==> src/rtl/rotary_encoder_wrap_counter_defines.svh <==
// assertion macros shared by the rtl
`ifndef ROTARY_ENCODER_WRAP_COUNTER_DEFINES_SVH
`define ROTARY_ENCODER_WRAP_COUNTER_DEFINES_SVH

`ifndef SYNTHESIS

// condition that must hold in the same cycle as its trigger
`define REWC_ASSERT_SAME(label, clk, rst, ante, cons) \
   label: assert property (@(posedge clk) disable iff (rst) (ante) |-> (cons)) \
      else $error("rewc check failed");

// condition that must hold in the cycle after its trigger
`define REWC_ASSERT_NEXT(label, clk, rst, ante, cons) \
   label: assert property (@(posedge clk) disable iff (rst) (ante) |=> (cons)) \
      else $error("rewc check failed");

`else

`define REWC_ASSERT_SAME(label, clk, rst, ante, cons)
`define REWC_ASSERT_NEXT(label, clk, rst, ante, cons)

`endif

`endif

==> src/rtl/rewc_pkg.sv <==
package rewc_pkg;

   // operation codes
   localparam logic OP_TICK = 1'b0;
   localparam logic OP_LOAD = 1'b1;

   // tick state machine phases
   localparam logic [2:0] PHASE_WAIT_HIGH = 3'd0;
   localparam logic [2:0] PHASE_SETTLE    = 3'd1;
   localparam logic [2:0] PHASE_DISPLAY   = 3'd2;
   localparam logic [2:0] PHASE_REARM     = 3'd3;
   localparam logic [2:0] PHASE_IDLE      = 3'd4;

   // register indexes
   localparam logic [1:0] REG_MAX_POSITION = 2'd0;
   localparam logic [1:0] REG_MIN_POSITION = 2'd1;
   localparam logic [1:0] REG_SETTLE_TICKS = 2'd2;

   // reset values of the registers
   localparam logic [7:0] RESET_MAX_POSITION = 8'd255;
   localparam logic [7:0] RESET_MIN_POSITION = 8'd0;
   localparam logic [7:0] RESET_SETTLE_TICKS = 8'd10;

   typedef struct packed {
      logic [7:0] max_position;
      logic [7:0] min_position;
      logic [7:0] settle_ticks;
   } cfg_type;

   typedef struct packed {
      logic       operation;
      logic       edge_a;
      logic       edge_b;
      logic       level_a;
      logic       level_b;
      logic [7:0] new_position;
   } item_type;

   typedef struct packed {
      logic [7:0] position;
      logic       display_update;
      logic       led_level;
      logic       armed;
   } result_type;

endpackage

==> src/rtl/rewc_csr.sv <==
module rewc_csr
   import rewc_pkg::*;
(
   input  logic        clock,
   input  logic        reset,
   input  logic        psel,
   input  logic        penable,
   input  logic        pwrite,
   input  logic [3:0]  paddr,
   input  logic [31:0] pwdata,
   output logic [31:0] prdata,
   output logic        pready,
   output cfg_type     cfg
);

   cfg_type    cfg_ff;
   cfg_type    cfg_in;
   logic       write_en;
   logic [1:0] reg_index;

   assign pready    = 1'b1;
   assign write_en  = psel && penable && pwrite;
   assign reg_index = paddr[3:2];

   // register writes, unknown indexes ignored
   always_comb begin
      cfg_in = cfg_ff;
      if (write_en) begin
         case (reg_index)
            REG_MAX_POSITION: cfg_in.max_position = pwdata[7:0];
            REG_MIN_POSITION: cfg_in.min_position = pwdata[7:0];
            REG_SETTLE_TICKS: cfg_in.settle_ticks = pwdata[7:0];
            default:          cfg_in = cfg_ff;
         endcase
      end
   end

   always_ff @(posedge clock) begin
      if (reset) begin
         cfg_ff.max_position <= RESET_MAX_POSITION;
         cfg_ff.min_position <= RESET_MIN_POSITION;
         cfg_ff.settle_ticks <= RESET_SETTLE_TICKS;
      end else begin
         cfg_ff <= cfg_in;
      end
   end

   // read back
   always_comb begin
      case (reg_index)
         REG_MAX_POSITION: prdata = {24'd0, cfg_ff.max_position};
         REG_MIN_POSITION: prdata = {24'd0, cfg_ff.min_position};
         REG_SETTLE_TICKS: prdata = {24'd0, cfg_ff.settle_ticks};
         default:          prdata = 32'd0;
      endcase
   end

   assign cfg = cfg_ff;

endmodule

==> src/rtl/rewc_tracker.sv <==
`include "rotary_encoder_wrap_counter_defines.svh"

module rewc_tracker
   import rewc_pkg::*;
(
   input  logic       clock,
   input  logic       reset,
   input  logic       accept,
   input  item_type   item,
   input  cfg_type    cfg,
   output result_type result
);

   logic [2:0] phase_ff, phase_in;
   logic [7:0] settle_count_ff, settle_count_in;
   logic       direction_up_ff, direction_up_in;
   logic       edge_enable_ff, edge_enable_in;
   logic [7:0] position_ff, position_in;
   logic       led_ff, led_in;
   logic       display_in;
   logic [7:0] settle_dec;
   logic [7:0] stepped;

   // settle counter runs down once per tick
   assign settle_dec = (settle_count_ff != 8'd0) ? settle_count_ff - 8'd1 : 8'd0;

   // wrapping step in the latched direction
   always_comb begin
      if (direction_up_in) begin
         stepped = (position_ff < cfg.max_position) ? position_ff + 8'd1
                                                    : cfg.min_position;
      end else begin
         stepped = (position_ff > cfg.min_position) ? position_ff - 8'd1
                                                    : cfg.max_position;
      end
   end

   // next state for one item
   always_comb begin
      phase_in        = phase_ff;
      settle_count_in = settle_count_ff;
      direction_up_in = direction_up_ff;
      edge_enable_in  = edge_enable_ff;
      position_in     = position_ff;
      led_in          = led_ff;
      display_in      = 1'b0;
      if (item.operation == OP_LOAD) begin
         position_in = item.new_position;
      end else begin
         // first edge while armed fixes the direction, A wins
         if (edge_enable_ff && (item.edge_a || item.edge_b)) begin
            direction_up_in = !item.edge_a;
            edge_enable_in  = 1'b0;
            led_in          = !led_ff;
         end
         settle_count_in = settle_dec;
         case (phase_ff)
            PHASE_WAIT_HIGH: begin
               if (item.level_a && item.level_b) begin
                  phase_in        = PHASE_SETTLE;
                  settle_count_in = cfg.settle_ticks;
               end
            end
            PHASE_SETTLE: begin
               if (settle_dec == 8'd0) begin
                  position_in = stepped;
                  phase_in    = PHASE_DISPLAY;
               end
            end
            PHASE_DISPLAY: begin
               display_in = 1'b1;
               phase_in   = PHASE_REARM;
            end
            PHASE_REARM: begin
               edge_enable_in = 1'b1;
               phase_in       = PHASE_IDLE;
            end
            PHASE_IDLE: begin
               if (!edge_enable_in) begin
                  phase_in = PHASE_WAIT_HIGH;
               end
            end
            default: begin
               phase_in = PHASE_IDLE;
            end
         endcase
      end
   end

   // state registers, updated per accepted item
   always_ff @(posedge clock) begin
      if (reset) begin
         phase_ff        <= PHASE_IDLE;
         settle_count_ff <= 8'd0;
         direction_up_ff <= 1'b0;
         edge_enable_ff  <= 1'b1;
         position_ff     <= 8'd0;
         led_ff          <= 1'b0;
      end else if (accept) begin
         phase_ff        <= phase_in;
         settle_count_ff <= settle_count_in;
         direction_up_ff <= direction_up_in;
         edge_enable_ff  <= edge_enable_in;
         position_ff     <= position_in;
         led_ff          <= led_in;
      end
   end

   assign result.position       = position_in;
   assign result.display_update = display_in;
   assign result.led_level      = led_in;
   assign result.armed          = edge_enable_in;

   // checks
   `REWC_ASSERT_NEXT(display_then_rearm, clock, reset,
      accept && item.operation == OP_TICK && phase_ff == PHASE_DISPLAY,
      phase_ff == PHASE_REARM && !edge_enable_ff)
   `REWC_ASSERT_SAME(disarm_toggles_led, clock, reset,
      $fell(edge_enable_ff), led_ff != $past(led_ff))
   `REWC_ASSERT_SAME(settle_only_in_settle, clock, reset,
      settle_count_ff != 8'd0, phase_ff == PHASE_SETTLE)
   `REWC_ASSERT_NEXT(state_holds_when_idle, clock, reset,
      !accept, $stable(position_ff) && $stable(phase_ff) && $stable(led_ff))

endmodule

==> src/rtl/rotary_encoder_wrap_counter.sv <==
// Rotary encoder decoder with a wrapping position counter. Each item is either a
// tick carrying falling-edge flags and levels of channels A and B, or a load of
// the position. Items are taken one per clock cycle while the result side keeps
// up; req_ready is high whenever the result register is empty or its item is
// being taken in the same cycle, so a steady stream with rsp_ready high runs at
// one item per cycle. The result of an item appears on the rsp_ channel in the
// cycle after acceptance, held in the single result register after the tick
// state machine. The settle wait is counted in ticks, not clock cycles.
// Registers: max_position at 0x0, min_position at 0x4, settle_ticks at 0x8;
// write them only while the block is idle.
module rotary_encoder_wrap_counter
   import rewc_pkg::*;
(
   input  logic        clock,
   input  logic        reset,
   // item input
   input  logic        req_valid,
   output logic        req_ready,
   input  logic        req_operation,
   input  logic        req_edge_a,
   input  logic        req_edge_b,
   input  logic        req_level_a,
   input  logic        req_level_b,
   input  logic [7:0]  req_new_position,
   // result output
   output logic        rsp_valid,
   input  logic        rsp_ready,
   output logic [7:0]  rsp_position,
   output logic        rsp_display_update,
   output logic        rsp_led_level,
   output logic        rsp_armed,
   // register port
   input  logic        psel,
   input  logic        penable,
   input  logic        pwrite,
   input  logic [3:0]  paddr,
   input  logic [31:0] pwdata,
   output logic [31:0] prdata,
   output logic        pready
);

   cfg_type    cfg;
   item_type   item;
   result_type result;
   result_type rsp_data_ff;
   logic       rsp_valid_ff, rsp_valid_in;
   logic       accept;

   // register block
   rewc_csr u_csr (
      .clock   (clock),
      .reset   (reset),
      .psel    (psel),
      .penable (penable),
      .pwrite  (pwrite),
      .paddr   (paddr),
      .pwdata  (pwdata),
      .prdata  (prdata),
      .pready  (pready),
      .cfg     (cfg)
   );

   // handshake: accept whenever the result slot frees up
   assign req_ready = !rsp_valid_ff || rsp_ready;
   assign accept    = req_valid && req_ready;

   assign item.operation    = req_operation;
   assign item.edge_a       = req_edge_a;
   assign item.edge_b       = req_edge_b;
   assign item.level_a      = req_level_a;
   assign item.level_b      = req_level_b;
   assign item.new_position = req_new_position;

   // tick state machine
   rewc_tracker u_tracker (
      .clock  (clock),
      .reset  (reset),
      .accept (accept),
      .item   (item),
      .cfg    (cfg),
      .result (result)
   );

   // result register
   assign rsp_valid_in = accept || (rsp_valid_ff && !rsp_ready);

   always_ff @(posedge clock) begin
      if (reset) begin
         rsp_valid_ff <= 1'b0;
      end else begin
         rsp_valid_ff <= rsp_valid_in;
      end
   end

   always_ff @(posedge clock) begin
      if (accept) begin
         rsp_data_ff <= result;
      end
   end

   assign rsp_valid          = rsp_valid_ff;
   assign rsp_position       = rsp_data_ff.position;
   assign rsp_display_update = rsp_data_ff.display_update;
   assign rsp_led_level      = rsp_data_ff.led_level;
   assign rsp_armed          = rsp_data_ff.armed;

endmodule

==> config.mk <==
export PLATFORM = sky130hd
export DESIGN_NAME = rotary_encoder_wrap_counter
export DESIGN_NICKNAME = d
export VERILOG_FILES = /design/src/rtl/rewc_pkg.sv /design/src/rtl/rewc_csr.sv /design/src/rtl/rewc_tracker.sv /design/src/rtl/rotary_encoder_wrap_counter.sv
export VERILOG_INCLUDE_DIRS = /design/src /design/src/rtl
export SDC_FILE = /design/constraint.sdc
export NUM_CORES = 1
export LEC_CHECK = 0
export BUFFER_PORTS_ARGS = -buffer_cell sky130_fd_sc_hd__buf_2
export CAP_MARGIN = 25
export CORE_MARGIN = 5
export CORE_UTILIZATION = 55
export DETAILED_ROUTE_END_ITERATION = 8
export PLACE_DENSITY = 0.82
export SLEW_MARGIN = 25
export SYNTH_ARGS = -nofsm -noshare
export SYNTH_HDL_FRONTEND = slang
export SYNTH_SLANG_ARGS = --single-unit
==> constraint.sdc <==
create_clock -name clock -period 4.1 [get_ports clock]
set_input_delay 1.23 -clock clock [delete_from_list [all_inputs] [get_ports clock]]
set_output_delay 1.23 -clock clock [all_outputs]
set_load 0.1 [all_outputs]
### Yosys cells after proc, flatten, opt, wreduce, memory -nomap -nowiden

Cells that the tools add are included.

* register bits: 58
* bits of input ports: 56

* equal/unequal tests: 9
* add/subtract/negate cells: 3
* muxes and demuxes: 23
* reduce and logical (&&, ||, !) cells: 22
* bitwise logic cells: 1
* order comparisons: 2

Operators with widths (count)
* two-way mux 8 bit: 9
* case mux 8 bit (3 select lines): 1
* subtractor 8 x 1 -> 8 bit, second input constant: 2
* case mux 3 bit (4 select lines): 1
* two-way mux 1 bit: 9
* two-way mux 3 bit: 3
* adder 8 x 1 -> 8 bit, second input constant: 1
* > comparator 8 bit: 1
* logical NOT 8 bit: 1
* < comparator 8 bit: 1
* AND reduction 2 bit: 4
* nonzero test 8 bit: 1
* equality test 3 x 2 -> 1 bit, second input constant: 2
* logical AND 1 bit: 6
* AND reduction 5 bit: 1
* logical NOT 1 bit: 4
* != test 2 x 1 -> 1 bit, second input constant: 2
* equality test 3 x 1 -> 1 bit, second input constant: 1
* equality test 3 bit, second input constant: 1
* logical NOT 3 bit: 1
* logical OR 1 bit: 3
* equality test 2 x 1 -> 1 bit, second input constant: 1
* equality test 2 bit, second input constant: 1
* logical NOT 2 bit: 1
* 2 further kinds: 2

### Logic depth before layout (Yosys ltp)

Gate-level depths: netlist (run 1).

* depth in word-level cells: 8
* mapped depth: 9

### Hierarchy

A second synthesis (run 1) with hierarchy kept.

* cell total of the unflattened synthesis: 505
* area, all modules: 4187.8 µm²

Modules (own cells, without submodules)
* rewc_tracker: times used 1, sequential area each 440.4 µm², cells each 336, area an instance 2411.1 µm²
* rewc_csr: times used 1, sequential area each 480.5 µm², cells each 153, area an instance 1391.3 µm²
* rotary_encoder_wrap_counter: times used 1, sequential area each 350.3 µm², cells each 16, area an instance 385.4 µm²

### Worst setup path before layout (run 1)

OpenSTA, ideal clock, no wires.

* path kind: input to output
* from: input port paddr[2]
* to: output port prdata[2]
* data required time: 2.870 ns
* stages on the path: 4
* setup slack: -1.297 ns
* arrival: 4.167 ns
* path through: clkbuf_1 clkbuf_1 mux2i_1 o21ai_0

* cells in the longest elaborated chain, start to end: 2
* elaborated cells on any way between the ends: 4

RTL lines
* start, declared: RTL line rotary_encoder_wrap_counter.sv:36 `input logic [3:0] paddr,`
* equality test 2 bit (tied with other cells): RTL line rewc_csr.sv:50 `case (reg_index)`
* case mux 8 bit (3 select lines) *: RTL line rewc_csr.sv:50
* end, declared: RTL line rotary_encoder_wrap_counter.sv:38 `output logic [31:0] prdata,`

Mark *: on every way between the ends. The rest lies on a longest branch, timed or not.

### Worst setup path in the final report (run 1)

* from: input port paddr[3]
* to: output port prdata[6]

The elaborated chain is that of the path after synthesis.

==> results_dict.tcl, run 1 <==
set metrics [dict create \
    cp_top_family "simple AND/OR/NAND/NOR gates" \
    num_antenna_cells 0 \
    core.rowCount 31 \
    via_count 3703 \
    die_area_um2 9030 \
    fin_nets 604 \
    synth_enable_flop_cells 11 \
    fin_area_um2 4528 \
    yosysTopAreaCellShare 0.2366 \
    clockPowerShare 0.318 \
    period_share 0.9132 \
    netlist_area_um2 3976 \
    syn_inst 494 \
    ys_seq_elements 58 \
    fmax_mhz 267.1 \
    reg2reg_depth 8 \
    clockRootBuffer "clkbuf_8" \
    relSlewSlack 0.4149 \
    final-setup-viol-count 0 \
    grt_max_degree 48 \
    max_stage_delay_ns 0.51 \
    cts.sinks 58 \
    power.internal_mw 1.139 \
    vias_per_cell 5.850 \
    grt_first_pass_wirelength_um 16250 \
    yosysUniqueCellTypes 57 \
    hold_buffers 0 \
    die_w_um 95.03 \
    max_slew.worst_pin.slew_ns 0.8724 \
    cts.repair.resized 0 \
    ant_nets 0 \
    holdPathStages 2 \
    wl_um 10020 \
    antenna_found_initial 0 \
    gp_congestion 0.9369 \
    status "finished clean" \
    power_density_nw_per_um2 409.7 \
    hold_violations 0 \
    layout-drive-gt1-share 0.1610 \
    yosysTopAreaCell "dfxtp_1" \
    cp.buffers_inverters 2 \
    worst-path-stages 5 \
    cpMaxStageDelayCell "nor2b_1" \
    p_comb_frac 0.333 \
    grtUsageTotal 0.2299 \
    place_hpwl_um 7297 \
    p_sw_uw 716.2 \
    seqCellArea_um2 1271 \
    post_cts_buffers 0 \
    setup.worst_path.end_class "primary output" \
    crit_type "input port to primary output" \
    drc 0 \
    core_area_um2 7137 \
    synth.yosys.seq_area_share 0.3197 \
    cts_tree "yes" \
    first_pass_iters 5 \
    final.fill_count 624 \
    ir_drop_uv 303.7 \
    cap_violations 0 \
    start_util 0.5572 \
    die_y_um 95.03 \
    rsz0062_at_grt "false" \
    rrSetupSlack_ns 1.09 \
    clkLatencyLatePin_ns 0.35 \
    cts_max_level 3 \
    wire_per_inst_um 15.83 \
    seq_power_share 0.349 \
    cp_data_arrival_time_ns 2.51 \
    synthFlopType "dfxtp_1" \
    cts.path.max_buffers 2 \
    drv_slew 0 \
    min-delay-path-class "flip-flop to flip-flop" \
    clock_skew_ns 0.009066 \
    async_reset_ff_frac 0 \
    yosysWarnings 0 \
    grt_overflow 0 \
    cts_buffers 9 \
    synth.avg_cell_area_um2 8.049 \
    io_buffers 50 \
    clk_pin_slew_ns 0.07 \
    fin_util 0.6345 \
    start_kind "input port" \
    syn_to_final_growth_pct 13.88 \
    swShare 0.3861 \
    grt_pass1_vias 3423 \
    path_max_fanout 12 \
    finalCriticalPeriod_ns 3.744 \
    crit_required_ns 2.87 \
    io_pins 102 \
    total_leakage_power_nw 1.835 \
    placed_area_um2 4309 \
    cp_cell_sequence "buf_2 -> nor2b_1 -> nand2_1 -> o21ai_4 -> buf_12" \
    synth.area.top_cells "dfxtp_1 24%, edfxtp_1 8.3%, ha_1 6.0%" \
    drt-initial-drc-count 340 \
    multi_input_comb_area_um2 2439 \
]
==> Yosys cell counts, types with 3 or more instances <==
library cell and count:
a21oi_1 32, o21ai_0 32, xnor2_1 6, inv_1 22, nand2b_1 5, dfxtp_1 47, o21bai_1 3, buf_2 5
a221oi_1 4, ha_1 19, o31ai_1 3, clkbuf_1 17, nor2b_1 15, nor3_1 5, a211oi_1 13, a211o_1 11
a2111oi_0 6, o211ai_1 15, or3_1 3, nor2_1 46, nand2_1 53, nor4_1 8, xor2_1 9, nand3_1 16
edfxtp_1 11, nand4_1 5, mux2i_1 20, buf_4 26
==> stage by stage <==
stage / setup slack, ns / total power, mW / setup TNS, ns / instances / hold WS (ns)
finish: 0.3560 / 1.855 / 0 / 633 / 0.4821
global route: 0.2421 / 1.939 / 0 / 633 / 0.5122
global placement: 0.3820 / 1.250 / 0 / 617 / 0.4586
floorplan: -0.02803 / 1.165 / -0.02803 / 517 / 0.4490
CTS: 0.3537 / 1.854 / 0 / 633 / 0.4833
detailed placement: 0.3785 / 1.267 / 0 / 617 / 0.4678
==> routing by layer <==
metal / wire length, µm / GRT usage / vias up
met1: 4242 / 0.2826 / 1704
li1: - / - / 1800
met5: 0 / 0 / -
met2: 4850 / 0.3958 / 179
met3: 779 / 0.05051 / 20
met4: 147 / 0.08053 / 0
==> state kept, by name (all words and copies together) (netlist names) <==
signal                     cells
rsp_display_update             1
u_csr.cfg                     24
rsp_led_level                  1
u_tracker.settle_count_ff      8
u_tracker.direction_up_ff      1
rsp_armed                      1
rsp_position                   8
rsp_valid                      1
u_tracker.led_ff               1
u_tracker.position_ff          8
u_tracker.phase_ff             3
u_tracker.edge_enable_ff       1
==> kinds of logic after synthesis <==
| logic type | Yosys count | synth area share |
|---|---|---|
| multiplexers | 21 | 0.05318 |
| other | 2 | 0.001889 |
| AND/OR/NAND/NOR | 169 | 0.2067 |
| flip-flops | 58 | 0.3197 |
| buffers and inverters | 74 | 0.09817 |
| XOR/XNOR | 15 | 0.03304 |
| adder cells (fa/ha/maj) | 19 | 0.05979 |
| AO/OA/AOI/OAI | 136 | 0.2275 |
==> worst reg2reg max path, cell delays in order (launching register included) <==
cell	delay, ns
dfxtp_1	0.53
inv_1	0.22
ha_1	0.32
nand4_1	0.11
nor2_1	0.07
a211oi_1	0.70
nor2_1	0.15
a221oi_1	0.51
o211ai_1	0.13
==> cells in the final DEF, fill, tap and decap left out, types with 6 or more instances in the layout <==
cell,count
mux2i_1,20
dfxtp_1,47
a211oi_1,13
nor2_1,46
a211o_1,11
o21ai_2,7
edfxtp_1,11
nand2_1,53
a21oi_1,32
clkbuf_8,10
buf_2,42
nor4_1,8
nand3_1,16
inv_1,22
nor2b_1,15
conb_1,25
ha_1,19
xnor2_1,6
a2111oi_0,6
o21ai_0,24
o211ai_1,15
buf_12,8
xor2_1,9
==> power groups by stage <==
stage	clock network, mW	registers [mW]	logic (mW)
3_5_place_dp	0	0.659	0.607
2_1_floorplan	0	0.709	0.456
3_3_place_gp	0	0.658	0.592
4_1_cts	0.595	0.647	0.611
5_1_grt	0.623	0.652	0.664
6_report	0.590	0.648	0.617
==> cell type report <==
| type | instances | area share |
|---|---|---|
| flip-flops and latches | 58 | 0.2807 |
| clock inverters | 5 | 0.01713 |
| multi-input cells | 385 | 0.5385 |
| inverters | 22 | 0.01824 |
| repair buffers | 53 | 0.08676 |
| clock buffers | 11 | 0.03122 |
| well taps | 99 | 0.02736 |
==> final timing paths <==
kind                                          from                    endpoint
max                                       paddr[3]                   prdata[6]
min                     u_csr.cfg[11]$_SDFFE_PP0P_  u_csr.cfg[11]$_SDFFE_PP0P_
max reg2reg  u_tracker.position_ff[0]$_SDFFE_PP0P_   rsp_position[1]$_DFFE_PP_
min reg2reg             u_csr.cfg[11]$_SDFFE_PP0P_  u_csr.cfg[11]$_SDFFE_PP0P_
(Power assumes the default switching activity.)
==> run 2: changes to the inputs <==
- CORE_ASPECT_RATIO: default -> 1.5
==> results_dict.tcl, run 2 (synthesis results as in run 1) <==
set metrics [dict create \
    final_common_cell "nand2_1" \
    start_kind "input port" \
    num_antenna_cells 0 \
    via_count 3765 \
    cp_data_arrival_time_ns 2.39 \
    cts.sinks 58 \
    fin_util 0.6239 \
    grt_overflow 0 \
    place_ws_ns 0.4795 \
    cts_buffers 9 \
    cap_violations 0 \
    ant_nets 0 \
    start_util 0.5575 \
    wl_um 10420 \
    status "finished clean" \
    layout-drive-gt1-share 0.1589 \
    gp_congestion 0.9477 \
    place_hpwl_um 7754 \
    final-setup-viol-count 0 \
    rsz0062_at_grt "false" \
    cts_max_level 3 \
    seqCellArea_um2 1271 \
    largest_register_ffs 24 \
    setup.worst_path.end_class "primary output" \
    io_buffers 50 \
    antenna_found_initial 0 \
    setup_slack_ns 0.4753 \
    syn_to_final_growth_pct 11.89 \
    wire_per_inst_um 16.95 \
    relSlewSlack 0.3367 \
    drc 0 \
    io_pins 102 \
    clkLatencyLatePin_ns 0.34 \
    fmax_mhz 275.9 \
    core_area_um2 7132 \
    grt_first_pass_wirelength_um 17230 \
    final.fill_count 598 \
    clock_skew_ns 0.01038 \
    max_slew.worst_pin.slew_ns 0.9890 \
    drv_slew 0 \
    finalCriticalPeriod_ns 3.625 \
    cts_tree "yes" \
    hold_violations 0 \
    grtUsageTotal 0.2378 \
    hold_buffers 0 \
    min-delay-path-class "flip-flop to flip-flop" \
    cts.path.max_buffers 2 \
    clk_pin_slew_ns 0.06 \
    total_leakage_power_nw 1.813 \
    period_share 0.8841 \
    fin_nets 605 \
    ir_drop_uv 228.0 \
    first_pass_iters 5 \
    mostFrequentLayoutCells "53 x nand2_1, 47 x dfxtp_1, 46 x nor2_1, 44 x buf_2, 32 x a21oi_1" \
    cts.repair.resized 0 \
    crit_required_ns 2.87 \
    die_area_um2 9065 \
    grt_max_degree 48 \
    grt_pass1_vias 3747 \
    clockRootBuffer "clkbuf_8" \
    core.rowCount 38 \
    post_cts_buffers 0 \
    die_w_um 79.43 \
    die_y_um 114.1 \
    power_density_nw_per_um2 399.1 \
    drt-initial-drc-count 337 \
    multi_input_comb_area_um2 2439 \
    vias_per_cell 6.122 \
    path_max_fanout 20 \
    crit_type "input port to primary output" \
]
-- run 2: through the flow --
stage	hold WS [ns]	setup TNS, ns	instances	power [mW]	instance area [µm²]
after floorplan	0.4490	-0.02803	517	1.165	4100
after global placement	0.4598	0	599	1.261	4263
after detailed placement	0.4736	0	599	1.274	4263
after CTS	0.4828	0	615	1.777	4449
after global routing	0.4980	0	615	1.859	4449
final	0.4803	0	615	1.776	4449
-- run 2: layout make-up --
type,count,area share
Tap cell,80,0.02250
Multi-Input combinational cell,385,0.5481
Clock inverter,5,0.01237
Clock buffer,11,0.02953
Timing Repair Buffer,54,0.08324
Inverter,22,0.01856
Sequential cell,58,0.2857
-- run 2: power breakdown --
| part | switching, mW | internal [mW] | total [mW] | leakage (nW) |
|---|---|---|---|---|
| registers | 0.0393 | 0.611 | 0.650 | 0.492 |
| logic | 0.451 | 0.171 | 0.622 | 1.23 |
| clock network | 0.225 | 0.279 | 0.504 | 0.0909 |
-- run 2: worst paths after layout --
check	slack (ns)	depth (start not counted)	end	startpoint
max	0.48	4	prdata[4]	paddr[2]
min	0.48	2	u_csr.cfg[12]$_SDFFE_PP0P_	u_csr.cfg[12]$_SDFFE_PP0P_
max reg2reg	1.06	8	rsp_position[7]$_DFFE_PP_	u_tracker.position_ff[0]$_SDFFE_PP0P_
min reg2reg	0.48	2	u_csr.cfg[12]$_SDFFE_PP0P_	u_csr.cfg[12]$_SDFFE_PP0P_
-- run 2: layer usage --
metal | part of all wire | GRT usage | routed length (µm) | vias to the layer above
met3 | 0.056 | 0.04803 | 587 | 51
li1 | - | - | - | 1795
met5 | 0 | 0 | 0 | -
met2 | 0.49 | 0.4060 | 5059 | 177
met1 | 0.40 | 0.2585 | 4150 | 1742
met4 | 0.060 | 0.1663 | 625 | 0
-- run 2: worst max-delay path, stage by stage --
cell and delay [ns]:
buf_2 0.38, mux2i_1 0.20, o21ai_2 0.14, buf_2 0.43
==> run 3: changes to the inputs <==
- PLACE_DENSITY: 0.82 -> default
- PLACE_DENSITY_LB_ADDON: default -> 0.2
==> results_dict.tcl, run 3 (synthesis results as in run 1) <==
set metrics [dict create \
    fin_area_um2 4519 \
    cts_tree "yes" \
    clockRootBuffer "clkbuf_8" \
    crit_type "input port to primary output" \
    fin_nets 610 \
    vias_per_cell 6.069 \
    place_hpwl_um 7622 \
    layout-drive-gt1-share 0.1667 \
    period_share 0.8423 \
    ant_nets 0 \
    rrSetupSlack_ns 1.07 \
    clock_skew_ns 0.01102 \
    cts.repair.resized 0 \
    cts.sinks 58 \
    die_y_um 114.1 \
    clk_pin_slew_ns 0.06 \
    cts_buffers 9 \
    ir_drop_uv 268.2 \
    core_area_um2 7132 \
    path_max_fanout 20 \
    start_kind "input port" \
    final.fill_count 617 \
    drt-initial-drc-count 306 \
    multi_input_comb_area_um2 2439 \
    setup.worst_path.end_class "primary output" \
    grt_max_degree 48 \
    antenna_found_initial 0 \
    wire_per_inst_um 16.70 \
    fmax_mhz 289.6 \
    num_antenna_cells 0 \
    cts_max_level 3 \
    drv_slew 0 \
    seqCellArea_um2 1271 \
    setup_slack_ns 0.6466 \
    mostFrequentLayoutCells "53 x nand2_1, 47 x dfxtp_1, 46 x nor2_1, 42 x buf_2, 32 x a21oi_1" \
    largest_register_ffs 24 \
    die_w_um 79.43 \
    status "finished clean" \
    hold_violations 0 \
    grt_pass1_vias 3552 \
    post_cts_buffers 0 \
    power_density_nw_per_um2 400.0 \
    total_leakage_power_nw 1.853 \
    finalCriticalPeriod_ns 3.453 \
    min-delay-path-class "flip-flop to flip-flop" \
    io_pins 102 \
    cap_violations 0 \
    io_buffers 50 \
    place_ws_ns 0.6540 \
    rsz0062_at_grt "false" \
    clkLatencyLatePin_ns 0.35 \
    grt_overflow 0 \
    grtUsageTotal 0.2348 \
    cts.path.max_buffers 2 \
    placed_area_um2 4330 \
    syn_to_final_growth_pct 13.66 \
    first_pass_iters 5 \
    hold_buffers 0 \
    die_area_um2 9065 \
    grt_first_pass_wirelength_um 16760 \
    core.rowCount 38 \
    relSlewSlack 0.3935 \
    crit_required_ns 2.87 \
    max_slew.worst_pin.slew_ns 0.9042 \
    final_common_cell "nand2_1" \
    drc 0 \
    gp_congestion 0.9002 \
    via_count 3763 \
    cp_data_arrival_time_ns 2.22 \
    final-setup-viol-count 0 \
    wl_um 10360 \
    start_util 0.5575 \
    fin_util 0.6337 \
]
==> run 3: changes by cell type in the layout (fill, tap and decap cells not counted) <==
cell and delta:
buf_4 +5, buf_12 +2, buf_2 -2, clkbuf_1 +1, clkbuf_8 +1, clkinv_1 -1
clkinv_2 +1, clkinv_4 -1, clkinvlp_4 -1
==> run 3: path summary, 6_finish.rpt <==
check,cells past startpoint,to,start
setup reg to reg,8,rsp_position[6]$_DFFE_PP_,u_tracker.position_ff[0]$_SDFFE_PP0P_
setup / recovery,4,prdata[6],paddr[2]
hold / removal,2,u_csr.cfg[10]$_SDFFE_PP0P_,u_csr.cfg[10]$_SDFFE_PP0P_
hold reg to reg,2,u_csr.cfg[10]$_SDFFE_PP0P_,u_csr.cfg[10]$_SDFFE_PP0P_
==> run 3: cell type report <==
type | count | area share
inverters | 22 | 0.01827
multi-input cells | 385 | 0.5396
clock inverters | 3 | 0.008859
well taps | 80 | 0.02215
clock buffers | 13 | 0.03295
flip-flops and latches | 58 | 0.2813
repair buffers | 59 | 0.09690
==> run 3: critical path: stages <==
cell	delay, ns
buf_2	0.37
mux2i_1	0.36
o21ai_4	0.09
buf_12	0.17
==> run 3: through the flow <==
step           cells  hold WS, ns  power [mW]  TNS (ns)
6_report         620       0.4768       1.808         0
5_1_grt          620       0.4949       1.892         0
4_1_cts          620       0.4811       1.807         0
3_5_place_dp     604       0.4719       1.284         0
3_3_place_gp     604       0.4568       1.277         0
2_1_floorplan    517       0.4490       1.165  -0.02803
==> run 3: report_power, final <==
part	switching, mW	total [mW]	internal (mW)
Combinational	0.459	0.637	0.179
Sequential	0.0368	0.648	0.611
Clock	0.226	0.522	0.296
==> run 3: per-layer routing <==
metal,part of all wire,GRT usage,vias up
met3,0.057,0.05512,53
met4,0.066,0.1628,0
met2,0.49,0.3837,161
met1,0.39,0.2665,1742
li1,-,-,1807
met5,0,0,-
